`src/rtl/core/pvs_pkg.sv`:
```
// Shared constants, register indexes and saturation helpers for the particle step.
`default_nettype none

package pvs_pkg;

   localparam int MAX_ATTRACTORS = 2;
   localparam int COORD_WIDTH    = 32;

   // Pipeline depths
   localparam int SQRT_STAGES = 32;
   localparam int DIV_STAGES  = 32;
   localparam int FORCE_PRE   = 5;
   localparam int FORCE_POST  = 3;
   localparam int FORCE_LAT   = FORCE_PRE + SQRT_STAGES + DIV_STAGES + FORCE_POST;
   localparam int COMBINE_LAT = 2;
   localparam int VERLET_LAT  = 3;
   localparam int TOTAL_LAT   = FORCE_LAT + COMBINE_LAT + VERLET_LAT;

   localparam int FORCE_W   = 41;
   localparam int FRAME_MAX = 4096;

   localparam int CSR_INDEX_W = 3;
   localparam logic [CSR_INDEX_W-1:0] REG_VEL_DAMP   = 3'd0;
   localparam logic [CSR_INDEX_W-1:0] REG_ANG_DAMP   = 3'd1;
   localparam logic [CSR_INDEX_W-1:0] REG_FORCE_X    = 3'd2;
   localparam logic [CSR_INDEX_W-1:0] REG_FORCE_Y    = 3'd3;
   localparam logic [CSR_INDEX_W-1:0] REG_SUBDIV     = 3'd4;
   localparam logic [CSR_INDEX_W-1:0] REG_ATTR_COUNT = 3'd5;
   localparam logic [CSR_INDEX_W-1:0] REG_ATTR_ZERO  = 3'd6;
   localparam logic [CSR_INDEX_W-1:0] REG_ATTR_ONE   = 3'd7;

   localparam logic signed [63:0] SAT32_HI = 64'sh0000_0000_7FFF_FFFF;
   localparam logic signed [63:0] SAT32_LO = 64'shFFFF_FFFF_8000_0000;
   localparam logic signed [63:0] COORD_HI = (64'sd1 <<< (COORD_WIDTH - 1)) - 64'sd1;
   localparam logic signed [63:0] COORD_LO = -COORD_HI - 64'sd1;

   function automatic logic signed [31:0] sat32(input logic signed [63:0] v);
      logic signed [63:0] c;
      if (v > SAT32_HI) begin
         c = SAT32_HI;
      end else if (v < SAT32_LO) begin
         c = SAT32_LO;
      end else begin
         c = v;
      end
      return c[31:0];
   endfunction

   function automatic logic signed [31:0] sat_coord(input logic signed [63:0] v);
      logic signed [63:0] c;
      if (v > COORD_HI) begin
         c = COORD_HI;
      end else if (v < COORD_LO) begin
         c = COORD_LO;
      end else begin
         c = v;
      end
      return c[31:0];
   endfunction

endpackage

`default_nettype wire

```
`src/rtl/core/pvs_verlet.sv`:
```
// Damped Verlet step for one coordinate: products, combine, add force and saturate.
`default_nettype none

module pvs_verlet (
   input  logic        clock,
   input  logic        adv,
   input  logic [31:0] cur,
   input  logic [31:0] prev,
   input  logic [15:0] damp,
   input  logic [31:0] force_add,
   output logic [31:0] result
);
   import pvs_pkg::*;

   logic signed [17:0] kc;
   logic signed [17:0] kp;
   logic signed [49:0] pc_ff;
   logic signed [49:0] pp_ff;
   logic signed [50:0] acc;
   logic signed [35:0] sh_ff;
   logic signed [36:0] sum;
   logic signed [31:0] result_ff;

   // (2-d) and (1-d) in Q1.15 units
   assign kc = 18'sd65536 - $signed({2'b00, damp});
   assign kp = 18'sd32768 - $signed({2'b00, damp});

   assign acc = 51'(pc_ff) - 51'(pp_ff);
   assign sum = 37'(sh_ff) + 37'($signed(force_add));

   always_ff @(posedge clock) begin
      if (adv) begin
         pc_ff     <= $signed(cur) * kc;
         pp_ff     <= $signed(prev) * kp;
         sh_ff     <= 36'(acc >>> 15);
         result_ff <= sat_coord(64'(sum));
      end
   end

   assign result = result_ff;

endmodule

`default_nettype wire

```
`config.mk`:
```
export PLATFORM = sky130hd
export DESIGN_NAME = pvs_verlet
export DESIGN_NICKNAME = d
export VERILOG_FILES = /design/src/rtl/core/pvs_pkg.sv /design/src/rtl/core/pvs_verlet.sv
export SDC_FILE = /design/constraint.sdc
export NUM_CORES = 2
export LEC_CHECK = 0
export ABC_CLOCK_PERIOD_IN_PS = 13200
export BUFFER_PORTS_ARGS = -buffer_cell sky130_fd_sc_hd__buf_2
export CAP_MARGIN = 20
export CORE_MARGIN = 4
export CORE_UTILIZATION = 40
export DETAILED_ROUTE_END_ITERATION = 7
export PLACE_DENSITY_LB_ADDON = 0.1
export RECOVER_POWER = 50
export SLEW_MARGIN = 20
export SYNTH_ARGS = -nofsm -noshare
export SYNTH_HDL_FRONTEND = slang
export SYNTH_SLANG_ARGS = --single-unit
export TNS_END_PERCENT = 100
```
`constraint.sdc`:
```
create_clock -name clock -period 13.2 [get_ports clock]
set_clock_uncertainty 0.05 [all_clocks]
set_input_delay 2.64 -clock clock [delete_from_list [all_inputs] [get_ports clock]]
set_output_delay 2.64 -clock clock [all_outputs]
set_load 0.02 [all_outputs]
```
# Word level (Yosys, flattened, before mapping)
# Cells that the tools add are included.
# W data, S select, Z words.
[classes] order_cmp=2 n_addsub=4 muxes=1 n_mul=2
[op_table] operator="$sub A50 B49 Y51" count=1
[op_table] operator="$mul A32 B18 Y50" count=1
[op_table] operator="$mul A32 B17 Y49" count=1
[op_table] operator="$add A36 B32 Y37" count=1
[op_table] operator="$gt A37 B32 Y1 const B" count=1
[op_table] operator="$lt A37 B32 Y1 const B" count=1
[op_table] operator="$mux W32" count=1
[op_table] operator="$sub A17 B16 Y18 const A" count=1
[op_table] operator="$sub A16 B16 Y17 const A" count=1
[word_totals] wordCells=13 regBits=167

# Depth between registers and ports, before layout
[logic_depth] depth_word=3 mapped_depth=31 ltp_nobuf=29

# Least setup slack after synthesis
# Ideal clock, no wire load.
[synth_timing] path_kind="in2reg" from="input port damp[3]" to="register pp_ff[46] (data pin)" setup_slack_ns=3.007 n_path_buf=2 t_arrival_ns=9.881 required_time_ns=12.887 setup_ns=0.263 stages=27 path_cell_list="or4_1 > nor2_1 > nand2_1 > or3_1 > xor2_1 > clkbuf_1 > nand2_1 > fa_1 > inv_1 > fa_1 > fa_1 > fa_1 > fa_1 > inv_1 > fa_1 > inv_1 > ha_1 > buf_6 > a21o_1 > a221oi_2 > nor2b_1 > nor4b_4 > a2111oi_1 > o31a_1 > o21ba_1 > o41ai_2 > xnor2_1"
[synth_via] elab_chain_len=2
[synth_rtl] element="start, declared" line_no="pvs_verlet.sv:9" text="input logic [15:0] damp,"
[synth_rtl] element="$sub A16 B16 Y17" line_no="pvs_verlet.sv:26" text="assign kp = 18'sd32768 - $signed({2'b00, damp});"
[synth_rtl] element="$mul A32 B17 Y49" line_no="pvs_verlet.sv:34" text="pp_ff <= $signed(prev) * kp;"
[synth_rtl] element="end signal, assigned" line_no="pvs_verlet.sv:34"
[synth_rtl] element="end, declared" line_no="pvs_verlet.sv:18" text="logic signed [49:0] pp_ff;"
# No other way between the ends.
# A chain may end at the register's enable or synchronous reset.

# Final worst setup path
[layout_timing] from="input port damp[3]" to="register pp_ff[47] (data pin)"
# Same word-level chain as after synthesis.

==> results by group <==
Place
  • Placed insts: 6695
  • Gpl congestion: 0.856
  • Port bufs: 145
  • DP HPWL: 105 mm

Synth
  • Synthesized flop and latch total: 167
  • Synthesized area: 47400 µm²
  • FFs w/ async S/R, synth: 0%
  • Adder-cell share of the synthesized area: 52.5%
  • Synthesized Nets: 6673
  • Simple-Gate Fraction of Synth Area: 13.9%
  • Top cells by area, synth: fa_1, inv_1, edfxtp_1
  • Largest family of logic cells by synthesized area: adder cells
  • Mapped Cells: 5197
  • Avg Synthesized Cell Area: 9.12 µm²
  • Ys flop type: edfxtp_1
  • Synth Area in Compound Gates: 7.46%
  • Area share of the largest cell type after synthesis: 44.0%
  • Post-synth cell types: 87
  • Number of synthesized flops with an enable pin: 167
  • Post-synth top area cell: fa_1
  • Most frequent cell after synthesis: inv_1
  • Mux cell area share after synthesis: 0%
  • Post-synth top cells: inv_1, fa_1, nand2_1, and2_1, ha_1
  • Warnings, synthesis: 0
  • Synth Area in XOR/XNOR: 3.23%
  • Register area share after synthesis: 10.6%

Detailed routing
  • DR vias: 33500
  • Max Used Layer: met5
  • Drt pass-1 iters: 7
  • Wire length on met2: 58.7 mm
  • Met3 WL: 6.78 mm
  • Metal-1 WL: 60.0 mm
  • DRT antenna net count: 0
  • DR WL/cell: 18.9 µm
  • DRC viols: 0
  • Vias per cell: 4.98
  • Drt total wl: 127 mm
  • Initial DRC Count: 1695

Setup path
  • Max incr delay on CP: 760 ps
  • CP startpoint kind: input pin
  • Crit-path slowest cell: xor2_2
  • Crit Path Max Fanout: 19
  • Most Frequent Cell on Critical Path: fa_1
  • Kind of cell adding the most delay to the critical path: adder cells
  • CP Buf/Inv Count: 3
  • Setup CP Type: input pin to flip-flop
  • Worst Path Required: 13400 ps
  • Critical Path AT: 11600 ps
  • Crit path capture type: flip-flop

Clocking
  • CTS resizes: 0
  • Hold Buf Count CTS: 0
  • # Post-CTS Setup Buffers: 0
  • Clock root buffer: clkbuf_16
  • H-tree depth: 4
  • CTS Buf Count: 17
  • Max clock buf depth: 2
  • Clock Pin Slew Worst Setup and Hold Paths: 90 ps
  • Worst skew pair latency: 490 ps
  • CTS tree: done
  • CTS sink cnt: 167

Die
  • Die X: 352 µm
  • I/O pin cnt: 146
  • Die Area: 124000 µm²
  • Core ar.: 118000 µm²
  • Starting Density: 40.2%
  • Die H: 352 µm
  • Row Count: 126

Finish
  • Area occupied by multi-input gates: 36700 µm²
  • Layout cells sized above 1: 4.91%
  • Reg area: 5010 µm²
  • Syn-to-layout area delta: 6.06%
  • Non-filler cells, final: 6729
  • # nets final: 6654
  • # fillers: 11900

Global routing
  • All-Layer GR Usage: 21.3%
  • Global-route wire length before repair: 207 mm
  • Vias in the first global route: 36600
  • Grt total ovfl: 0
  • Initial antenna violation count: 10
  • Largest net degree at the start of global routing: 115

STA
  • Final Hold Fails: 0
  • RSZ-0062 raised after global routing: no
  • Slew Limit Fails: 161
  • Hold slack: 666 ps
  • Max Freq: 0.0877 GHz
  • Final setup vio count: 0
  • Setup TNS: 0 ps
  • Rel. slew slack: -344%
  • Final Cycle Share: 86.4%
  • Worst Tran Pin Value: 6660 ps
  • Post-layout min period: 11410 ps

Status
  • Failing checks: capacitance limit, slew limit
  • Outcome: finished, violations left

Flow run
  • Max Cap Viol: 2

Worst hold path
  • HP Class: flip-flop to flip-flop
[state kept, by name, indices dropped and copies added, names as in the netlist]
name / flops
pc_ff: 50
result: 32
sh_ff: 36
pp_ff: 49
[worst min-delay path, stage by stage, from the launching register on]
cell and delay, ps:
edfxtp_1 340, ha_1 120, inv_1 30, o21ai_1 110
[metal layers]
metal	GRT usage, %	up-vias
met4	3.71	12
met5	0	-
met3	3.74	111
met1	30.2	17300
met2	34.7	624
li1	-	15400
[logic make-up (layout without fill, tap and decap cells)]
family | Yosys count | count (layout)
buffers and inverters | 1560 | 1553
adder cells (fa/ha/maj) | 1362 | 1362
other | 0 | 3
XOR/XNOR | 174 | 174
AO/OA/AOI/OAI | 518 | 518
AND/OR/NAND/NOR | 1416 | 1416
flip-flops | 167 | 167
[path summary, 6_finish.rpt]
kind | cells past startpoint | start | slack [ps] | end
worst min-delay path | 3 | sh_ff[0] | 670 | result[0]
worst max-delay path | 26 | damp[3] | 1790 | pp_ff[47]
worst max register to register | 10 | pc_ff[16] | 8870 | sh_ff[35]
worst min register to register | 3 | sh_ff[0] | 670 | result[0]
[placed cells by master, fill, tap and decap left out, types with 18 or more instances in the layout]
| cell type | count |
|---|---|
| inv_1 | 1341 |
| fa_1 | 1043 |
| nand2_1 | 804 |
| and2_1 | 326 |
| ha_1 | 318 |
| edfxtp_1 | 167 |
| a21oi_1 | 151 |
| xnor2_1 | 113 |
| buf_2 | 112 |
| nor2_1 | 96 |
| o21ai_0 | 78 |
| a21o_1 | 56 |
| xor2_1 | 47 |
| nand3_1 | 39 |
| o21ai_1 | 34 |
| clkbuf_1 | 34 |
| and3_1 | 32 |
| buf_4 | 32 |
| o21bai_1 | 29 |
| nor3_1 | 24 |
| o21a_1 | 18 |
| nand4_1 | 18 |
[cell type report]
class,instances,area share (%)
timing repair buffer,181,1.97
clock inverter,14,0.373
tap,1536,3.82
inverter,1341,10.0
antenna,3,0.0149
multi-input combinational,3470,73.0
sequential,167,9.97
clock buffer,17,0.846
[metrics by stage]
step	util (%)	worst slack, ps	area (µm²)
floorplan	-	3010	47400
global placement	42.2	1440	49700
detailed placement	42.2	1360	49700
CTS	42.7	1900	50300
global route	42.6	1480	50300
finish	42.6	1790	50300
Power is left out: the tool's default activity adds up to more than one toggle a clock period on the data nets, which glitch-free logic cannot reach.
